--- src/design/ndgs_pkg.sv ---
// Shared types and codes of the N-dimensional gather/scatter block.
`timescale 1ns / 1ps
package ndgs_pkg;

	// Request modes
	localparam logic [1:0] MODE_WRITE = 2'd0;
	localparam logic [1:0] MODE_READ  = 2'd1;
	localparam logic [1:0] MODE_GS    = 2'd2;
	localparam logic [1:0] MODE_NOP   = 2'd3;

	// Result status codes
	localparam logic [1:0] ST_OK    = 2'd0;
	localparam logic [1:0] ST_COORD = 2'd1;
	localparam logic [1:0] ST_TABLE = 2'd2;
	localparam logic [1:0] ST_LANE  = 2'd3;

	// Configuration register indexes
	localparam logic [2:0] REG_DIRECTION   = 3'd0;
	localparam logic [2:0] REG_ACCUMULATE  = 3'd1;
	localparam logic [2:0] REG_SLICE_LEN   = 3'd2;
	localparam logic [2:0] REG_COORD_CNT   = 3'd3;
	localparam logic [2:0] REG_DIM0        = 3'd4;
	localparam logic [2:0] REG_DIM1        = 3'd5;
	localparam logic [2:0] REG_DIM2        = 3'd6;
	localparam logic [2:0] REG_DIM3        = 3'd7;

	localparam int CFG_INDEX_W = 3;
	localparam int CFG_DATA_W  = 16;
	localparam int NUM_COORDS  = 4;

	typedef struct packed {
		logic        [1:0]  mode;
		logic        [7:0]  batch;
		logic signed [15:0] coord0;
		logic signed [15:0] coord1;
		logic signed [15:0] coord2;
		logic signed [15:0] coord3;
		logic        [7:0]  lane;
		logic signed [31:0] value;
	} ndgs_req_t;

	typedef struct packed {
		logic signed [31:0] data;
		logic        [1:0]  status;
	} ndgs_rsp_t;

	// Controller to datapath
	typedef struct packed {
		logic       load_item;
		logic       mac_init;
		logic       mac_step;
		logic       mac_slice;
		logic [1:0] mac_idx;
		logic       rd_en;
		logic       exec;
		logic       res_load;
		logic       res_mem;
		logic [1:0] res_status;
		logic       out_load;
	} ndgs_cmd_t;

	// Datapath to controller
	typedef struct packed {
		logic [1:0] mode;
		logic       coord_err;
		logic       lane_err;
		logic       acc_big;
		logic [2:0] depth;
	} ndgs_stat_t;

endpackage

--- src/design/ndgs_ctrl.sv ---
// Controller: sequences check, offset build, table access and result handoff.
`timescale 1ns / 1ps
module ndgs_ctrl
	import ndgs_pkg::*;
(
	input  logic       clk,
	input  logic       arst_n,
	input  logic       in_valid,
	output logic       in_ready,
	output logic       out_valid,
	input  logic       out_ready,
	input  ndgs_stat_t stat,
	output ndgs_cmd_t  cmd
);

	localparam logic [2:0] S_IDLE  = 3'd0;
	localparam logic [2:0] S_EVAL  = 3'd1;
	localparam logic [2:0] S_MAC   = 3'd2;
	localparam logic [2:0] S_BOUND = 3'd3;
	localparam logic [2:0] S_EXEC  = 3'd4;
	localparam logic [2:0] S_DONE  = 3'd5;

	logic [2:0] state_q;
	logic [2:0] state_d;
	logic [2:0] step_q;
	logic [2:0] step_d;
	logic       out_valid_q;
	logic       out_free;

	assign out_free  = !out_valid_q || out_ready;
	assign out_valid = out_valid_q;
	assign in_ready  = (state_q == S_IDLE);

	// Next state and commands
	always_comb begin
		state_d = state_q;
		step_d  = step_q;
		cmd     = '0;
		case (state_q)
			S_IDLE: begin
				if (in_valid) begin
					cmd.load_item = 1'b1;
					state_d       = S_EVAL;
				end
			end
			S_EVAL: begin
				if (stat.mode == MODE_NOP) begin
					cmd.res_load   = 1'b1;
					cmd.res_status = ST_OK;
					state_d        = S_DONE;
				end else if (stat.coord_err) begin
					cmd.res_load   = 1'b1;
					cmd.res_status = ST_COORD;
					state_d        = S_DONE;
				end else if (stat.lane_err) begin
					cmd.res_load   = 1'b1;
					cmd.res_status = ST_LANE;
					state_d        = S_DONE;
				end else begin
					cmd.mac_init = 1'b1;
					step_d       = 3'd0;
					state_d      = S_MAC;
				end
			end
			S_MAC: begin
				cmd.mac_step = 1'b1;
				cmd.mac_idx  = step_q[1:0];
				if (step_q < stat.depth) begin
					step_d = step_q + 3'd1;
				end else begin
					cmd.mac_slice = 1'b1;
					state_d       = S_BOUND;
				end
			end
			S_BOUND: begin
				if (stat.acc_big) begin
					cmd.res_load   = 1'b1;
					cmd.res_status = ST_TABLE;
					state_d        = S_DONE;
				end else begin
					cmd.rd_en = 1'b1;
					state_d   = S_EXEC;
				end
			end
			S_EXEC: begin
				cmd.exec       = 1'b1;
				cmd.res_load   = 1'b1;
				cmd.res_mem    = 1'b1;
				cmd.res_status = ST_OK;
				state_d        = S_DONE;
			end
			S_DONE: begin
				if (out_free) begin
					cmd.out_load = 1'b1;
					state_d      = S_IDLE;
				end
			end
			default: state_d = S_IDLE;
		endcase
	end

	// State, step counter and output valid
	always_ff @(posedge clk or negedge arst_n) begin
		if (!arst_n) begin
			state_q     <= S_IDLE;
			step_q      <= 3'd0;
			out_valid_q <= 1'b0;
		end else begin
			state_q <= state_d;
			step_q  <= step_d;
			if (cmd.out_load) begin
				out_valid_q <= 1'b1;
			end else if (out_ready) begin
				out_valid_q <= 1'b0;
			end
		end
	end

endmodule

--- config.mk ---
export PLATFORM = sky130hd
export DESIGN_NAME = ndgs_ctrl
export DESIGN_NICKNAME = d
export VERILOG_FILES = /design/src/design/ndgs_pkg.sv /design/src/design/ndgs_ctrl.sv
export SDC_FILE = /design/constraint.sdc
export NUM_CORES = 1
export LEC_CHECK = 0
export BUFFER_PORTS_ARGS = -buffer_cell sky130_fd_sc_hd__buf_2
export CELL_PAD_IN_SITES_DETAIL_PLACEMENT = 0
export CELL_PAD_IN_SITES_GLOBAL_PLACEMENT = 1
export CORE_AREA = 2 2 45 47
export CTS_CLUSTER_DIAMETER = 40
export CTS_CLUSTER_SIZE = 24
export DETAILED_ROUTE_END_ITERATION = 8
export DIE_AREA = 0 0 47 49
export GPL_TIMING_DRIVEN = 0
export PLACE_DENSITY_LB_ADDON = 0.25
export SLEW_MARGIN = 20
export SYNTH_ARGS = -nofsm -noshare
export SYNTH_HDL_FRONTEND = slang
export SYNTH_SLANG_ARGS = --single-unit
--- constraint.sdc ---
create_clock -name clk -period 1.9 [get_ports clk]
set_input_delay 0.285 -clock clk [delete_from_list [all_inputs] [get_ports clk]]
set_output_delay 0.285 -clock clk [all_outputs]
set_load 0.005 [all_outputs]
# Yosys cells after proc, flatten, opt, wreduce, memory -nomap -nowiden
# Index checks and enable logic that the tools add are counted.
[word_totals]
ff_bits = 7
output_inout_bits = 15
input_bits = 12
wordCells = 63
[classes]
n_addsub = 1
n_lt_le_gt_ge = 1
n_eq_ne = 13
n_reduce_logical = 7
muxes = 38
[op_table]
columns = ["cell", "count"]
rows = [
  ["$mux 3", 10],
  ["$mux 1", 19],
  ["$pmux 3 s6", 1],
  ["$ne 2x2->1 const B", 7],
  ["$mux 2", 4],
  ["$eq 3x2->1 const B", 2],
  ["$eq 3x3->1 const B", 2],
  ["$pmux 3 s2", 1],
  ["$reduce_and 5->1", 1],
  ["$mux 4", 1],
  ["$pmux 2 s2", 1],
  ["$reduce_bool 2->1", 2],
  ["$add 3x1->3 const B", 1],
  ["$eq 3x1->1 const B", 1],
  ["$logic_not 3->1", 1],
  ["$lt 3x3->1", 1],
  ["$pmux 1 s3", 1],
  ["$reduce_and 3->1", 1],
  ["$eq 2x2->1 const B", 1],
  ["$logic_not 1->1", 1],
  ["$logic_or 1x1->1", 1],
]

# Logic depth before layout (Yosys ltp)
# Gate-level depths: netlist (run 1).
[logic_depth]
word_depth = 5
ltp_mapped = 6
mapped_depth_nobuf = 6

# Least setup slack after synthesis (run 1)
# OpenSTA, ideal clock, no wires.
[synth_path]
path_type = "register -> register"
from = "register step_q[2]"
to = "register step_q[2]"
setup_ns = 0.124
n_path_buf = 0
period_less_slack_ns = 1.608
path_stages_with_launch = 6
path_slack_ns = 0.292
arrival_time_ns = 1.484
t_required_ns = 1.776
cell_sequence = "dfrtp_1 ha_1 a21oi_1 o211ai_4 and2_4 a211o_1"
[synth_via]
elab_chain_len = 3
word_cells_on_any_way = 6
cone_classes = "add/sub (1); order compare (1); eq/ne (1); mux (2); reduce/logical (1)"
[synth_lines]
columns = ["element", "line_no", "source"]
rows = [
  ["start, declared", "ndgs_ctrl.sv:25", "logic [2:0] step_q;"],
  ["start signal, assigned", "ndgs_ctrl.sv:110", "step_q <= step_d;"],
  ["$add 3x1->3 or $lt 3x3->1 (tied branches)", "ndgs_ctrl.sv:69, ndgs_ctrl.sv:68", ""],
  ["$mux 3 or $ne 2x2->1 (tied branches)", "-", ""],
  ["$pmux 3 s2 or $reduce_and 5->1 (tied branches)", "-", ""],
]
# Several ways; a longest one is shown, not always the timed one. The select of a mux whose other input is x is not followed.
# A chain may end at the register's enable or synchronous reset.

==> results.md, run 1 <==
* Clock Path Buffers at 2
* Final setup vio count at 0
* FP Rows at 16
* Post-Synthesis Cells at between 60 and 70
* Total CTS buffers at 3
* Final period utilization at 0.9446
* GPL Wtd Cong at 0.6779
* Finished Layout Cells at 120
* Drt wl/cell at about 9.5 um
* CTS tree: built
* Dpl cells at 115
* Most common cell after layout, fill and taps aside: buf_2
* Largest net degree at the start of global routing at 9
* Fmax at roughly 560 MHz
* Total chip power at roughly 830 uW
* Fin. Hold Viols at 0
* Diode count at 0
* Area occupied by multi-input gates at ~340 um2
* Top_reg_cell synth: dfrtp_1
* Peak VDD IR at about 0.68 mV
* CP max FO at 4
* Drt drc at 0
* Synth Warn # at 0
* Worst-skew pair later-pin latency at between 0.2 and 0.3 ns
* Post-route ant nets at 0
* First-pass DRT Iterations at 4
* Clock root buffer: clkbuf_4
* Unique masters post-synth at 25
* H-tree Lvls at 1
* Final setup skew at slightly below 0.002 ns
* Fin area at 744.5 um2
* Worst Setup End Kind: primary output
* Overflow after GRT at 0
* Max Cap Viol at 0
* Syn nets at 77
* Die height at 49 um
* Post-DR vias/cell at between 4 and 5
* Tightest Pin Transition at between 0.2 and 0.3 ns
* Layout area overhead at 41.00%
* Slew Viols, Final at 0
* Clk sinks at 7
* Starting density of the core at 0.2867
* Post-CTS setup buffer count at 0
* Crit Path Class: flip-flop to primary output
* Sequential area share after synthesis at 0.3318
* Layout cells sized above 1 at 0.3871
* Hpwl dp at between 900 and 1000 um
* Worst EP arrival at approximately 1.5 ns
* Final min period at 1.795 ns
* Setup_tns at 0 ns
* Mapped Area at roughly 530 um2
* Layout Nets at 109
* RSZ-0062 raised after global routing: false
* Antenna violations before repair at 0
* Max stage delay on crit path at 0.43 ns
* Worst min-delay path category: primary input to flip-flop
* Slew Limit Headroom at 0.8011
* FILL cells at 214
* Post-synth EDFFs at 0
* First-pass GRT wire length at between 1500 and 2000 um
* Clock-pin slew on the worst setup and hold paths at around 0.05 ns
* Core area at approximately 1800 um2
* PwrDens at 1109 nW/um2
* Vias at around 530
* GRT Util Overall at 0.1070
* Critical path, cell by cell: ha_4, a21oi_2, o21ai_0, and2_1, buf_2
* Detailed-route wire length at 1134 um
* Req. time, crit path at 1.62 ns
* Vias in the first global route at ~440
* Slowest cell on the critical path: dfrtp_1
* Most frequent cells in the layout: 26 x buf_2, 7 x nor2_1, 7 x dfrtp_1
* Die W at 47 um
* Total Die Area at 2303 um2
* Delay-heaviest family, CP: flip-flops
* #FFs+latches synth at 7
* Buffers on Ports at 26
* Io pins at 27
* Status: completed
* FFs w/ async S/R, synth at 1.000
* FF/Latch Area at 175.2 um2
* Drt initial violations at 12
* DP Area at just under 700 um2
* Startpoint Class: flip-flop
* WHS at about 0.39 ns
* Leak pwr at between 0.4 and 0.5 nW
* Crit path buffers/inverters at 1
* Synthesized area per cell at roughly 8.5 um2
metal layers:
metal / track usage / vias to the layer above / part of all wire
li1: - / 275 / -
met2: 0.1689 / 15 / 0.51
met1: 0.1382 / 236 / 0.43
met5: 0 / - / 0
met3: 0.04444 / 0 / 0.068
met4: 0.01389 / 0 / 0
cells in the mapped netlist (2+ instances only):
| master | n | share of area |
|---|---|---|
| ha_1 | 3 | 0.071 |
| a21oi_1 | 2 | 0.019 |
| o21ai_0 | 4 | 0.038 |
| nor2_1 | 7 | 0.050 |
| nor3_1 | 2 | 0.019 |
| nor2b_1 | 3 | 0.036 |
| dfrtp_1 | 7 | 0.33 |
| o21bai_1 | 2 | 0.028 |
| nand3_1 | 3 | 0.028 |
| inv_1 | 5 | 0.036 |
| and2_1 | 4 | 0.047 |
| nand2_1 | 5 | 0.036 |
| nor3b_1 | 2 | 0.028 |
| nand2b_1 | 2 | 0.024 |
layout make-up:
type                       count  area share
timing repair buffer          27      0.1882
sequential                     7      0.2353
tap                           27     0.04538
clock buffer                   4     0.03529
inverter                       5     0.02521
buffer                         1     0.01008
multi-input combinational     49      0.4605
final timing paths:
path,cells past startpoint,from,slack [ns],endpoint
min reg2reg,1,step_q[0],0.57,step_q[0]
max in group asynchronous,2,arst_n,1.34,state_q[2]
min,3,out_ready,0.39,out_valid
max,5,step_q[2],0.11,cmd[9]
min in group asynchronous,2,arst_n,0.40,step_q[0]
max reg2reg,5,step_q[2],0.34,step_q[2]
through the flow:
step	util	setup WS [ns]
final	0.4042	0.1052
after global routing	0.4042	0.01659
after CTS	0.3974	0.02985
after detailed placement	0.3757	0.2001
after global placement	0.3757	0.2089
after floorplan	-	0.2921
power by group:
group	internal, mW	total, mW	switching [mW]
Clock	0.0799	0.131	0.0506
Sequential	0.206	0.289	0.0827
Combinational	0.205	0.406	0.201
tightest hold or removal path: cells and delay by family:
kind / cells / cell delay, ns
AOI/OAI and AO/OA: 1 / 0.16
buffers and inverters: 1 / 0.07
and+or+nand+nor: 1 / 0.07
state kept, by name, summed over array words and instances, names as in the netlist:
name,flops
out_valid,1
step_q,3
state_q,3
logic make-up after synthesis:
group                      count (synthesis)  share of synthesized area
buffers and inverters                      6                    0.04977
and+or+nand+nor                           32                     0.3460
DFF                                        7                     0.3318
AOI/OAI and AO/OA                         14                     0.2014
adders and majority gates                  3                    0.07110
repair_timing:
item | in CTS | in global routing
hold buffers | 1 | 0
endpoints found under the hold margin | 7 | 0
resized for setup | 1 | 1
pin swaps | 0 | 1
setup endpoints to repair | 1 | 1
Power figures use the tool's default switching activity.
==> run 2: changes to the inputs <==
==> constraint.sdc (replaced) <==
create_clock -name clk -period 1.7 [get_ports clk]
set_input_delay 0.255 -clock clk [delete_from_list [all_inputs] [get_ports clk]]
set_output_delay 0.255 -clock clk [all_outputs]
set_load 0.005 [all_outputs]
==> run 2 against run 1 <==
Against the previous run:
- first-iteration DRC count down 75%
- setup slack got worse by 0.062 ns
- critical endpoint unchanged
- sequential power rose by 14%
- cell count increased by 2.5%
- final area up 5.7%
- routed wire length rose by 6.7%
- die area is the same
==> results.md, run 2 (same netlist as run 1, synthesis figures left out) <==
* Status: completed (unchanged)
* Fin. Hold Viols at 0 (unchanged)
* Slew Viols, Final at 0 (unchanged)
* Clock-pin slew on the worst setup and hold paths at 0.05 ns (about the same)
* Hpwl dp at 949.7 um (unchanged)
* Vias in the first global route at 456 (was 435)
* Worst min-delay path category: primary input to flip-flop (unchanged)
* Fmax at between 600 and 700 MHz
* Final min period at approximately 1.7 ns
* Total CTS buffers at 3 (unchanged)
* RSZ-0062 raised after global routing: true (was false)
* Io pins at 27 (unchanged)
* Startpoint Class: flip-flop (unchanged)
* Largest net degree at the start of global routing at 9 (unchanged)
* GPL Wtd Cong at 0.6779 (unchanged)
* Most frequent cells in the layout: 26 x buf_2, 7 x nor2_1, 5 x inv_1 (was 26 x buf_2, 7 x nor2_1, 7 x dfrtp_1)
* PwrDens at 1248 nW/um2 (was 1109 nW/um2)
* Starting density of the core at 0.2867 (unchanged)
* Buffers on Ports at 26 (unchanged)
* Drt initial violations at 3 (was 12)
* Antenna violations before repair at 0 (unchanged)
* Post-DR vias/cell at 4.398 (was 4.383)
* First-pass GRT wire length at 1904 um (was 1814 um)
* Layout area overhead at 49.05% (was 41.00%)
* Slew Limit Headroom at 0.7995 (was 0.8011)
* FILL cells at 210 (was 214)
* Setup_tns at 0 ns (unchanged)
* Tightest Pin Transition at 0.3004 ns (was 0.2981 ns)
* Post-route ant nets at 0 (unchanged)
* Max Cap Viol at 0 (unchanged)
* GRT Util Overall at 0.1127 (was 0.1070)
* Layout Nets at 112 (was 109)
* Req. time, crit path at 1.44 ns (was 1.62 ns)
* Crit Path Class: flip-flop to primary output (unchanged)
* FP Rows at 16 (unchanged)
* Drt drc at 0 (unchanged)
* Worst Setup End Kind: primary output (unchanged)
* First-pass DRT Iterations at 4 (unchanged)
* Diode count at 0 (unchanged)
* WHS at 0.3594 ns (was 0.3926 ns)
* Detailed-route wire length at 1210 um (was 1134 um)
* Overflow after GRT at 0 (unchanged)
* Leak pwr at 0.4191 nW (was 0.4086 nW)
* CTS tree: built (unchanged)
* Worst-skew pair later-pin latency at 0.24 ns (was 0.25 ns)
* CP max FO at 2 (was 4)
* Clock Path Buffers at 2 (unchanged)
* Final setup vio count at 0 (unchanged)
* Area occupied by multi-input gates at 359.1 um2 (was 342.8 um2)
* Total Die Area at 2303 um2 (unchanged)
* FF/Latch Area at 178.9 um2 (was 175.2 um2)
* Final setup skew at 0.002060 ns (was 0.001971 ns)
* Layout cells sized above 1 at 0.4688 (was 0.3871)
* Die W at 47 um (unchanged)
* Most common cell after layout, fill and taps aside: buf_2 (unchanged)
* Drt wl/cell at 9.837 um (was 9.450 um)
* Peak VDD IR at 0.7698 mV (was 0.6798 mV)
* Vias at 541 (was 526)
* Worst EP arrival at 1.40 ns (was 1.51 ns)
* Die height at 49 um (unchanged)
* Core area at 1842 um2 (unchanged)
* H-tree Lvls at 1 (unchanged)
* Final period utilization at 0.9743
* Clock root buffer: clkbuf_4 (unchanged)
* Clk sinks at 7 (unchanged)
[run 2: area by class of cell]
type	instances	share of cell area
buffer	1	0.009539
clock buffer	4	0.03339
inverter	5	0.02385
multi-input combinational	49	0.4563
sequential	7	0.2273
tap	27	0.04293
timing repair buffer	30	0.2067
[run 2: stage by stage]
stage	total power, mW	cells	cell area [um2]	worst slack, ns	utilization
2_1_floorplan	0.6044	62	528.0	0.09209	-
3_3_place_gp	0.7753	115	691.9	0.01265	0.3757
3_5_place_dp	0.7790	115	691.9	0.0001398	0.3757
4_1_cts	0.9658	123	767.0	0.01077	0.4164
5_1_grt	1.091	123	787.0	-0.02706	0.4273
6_report	0.9821	123	787.0	0.04371	0.4273
[run 2: final timing paths]
kind                            from         end  slack (ns)  cells past startpoint
max                        step_q[2]      cmd[9]        0.04                      5
min                        out_ready   out_valid        0.36                      3
max reg2reg                step_q[2]   step_q[2]        0.12                      6
min reg2reg                step_q[0]   step_q[0]        0.58                      1
max in group asynchronous     arst_n  state_q[2]        1.16                      2
min in group asynchronous     arst_n   step_q[0]        0.38                      2
[run 2: metal layers]
| layer | global-route usage | vias to the layer above | part of all wire |
|---|---|---|---|
| met5 | 0 | - | 0 |
| met4 | 0.01389 | 0 | 0 |
| met3 | 0.04444 | 0 | 0.064 |
| met2 | 0.1826 | 15 | 0.53 |
| met1 | 0.1429 | 247 | 0.41 |
| li1 | - | 279 | - |
[run 2: timing repair]
action	CTS	global route
setup buffers	3	0
pin swaps	1	1
hold buffers	1	0
hold endpoints to repair	7	0
setup endpoints to repair	2	6
gates resized for setup	3	6
[run 2: critical path: stages, from the launching register on]
cell	delay (ns)
dfrtp_1	0.41
ha_4	0.29
nand2_2	0.06
o21ai_1	0.12
and2_1	0.16
buf_2	0.12
[run 2: where the power goes]
part	leakage, nW	switching, mW	internal [mW]
clock network	0.0150	0.0557	0.0892
logic	0.317	0.242	0.265
registers	0.0872	0.0936	0.236
total	0.419	0.392	0.590
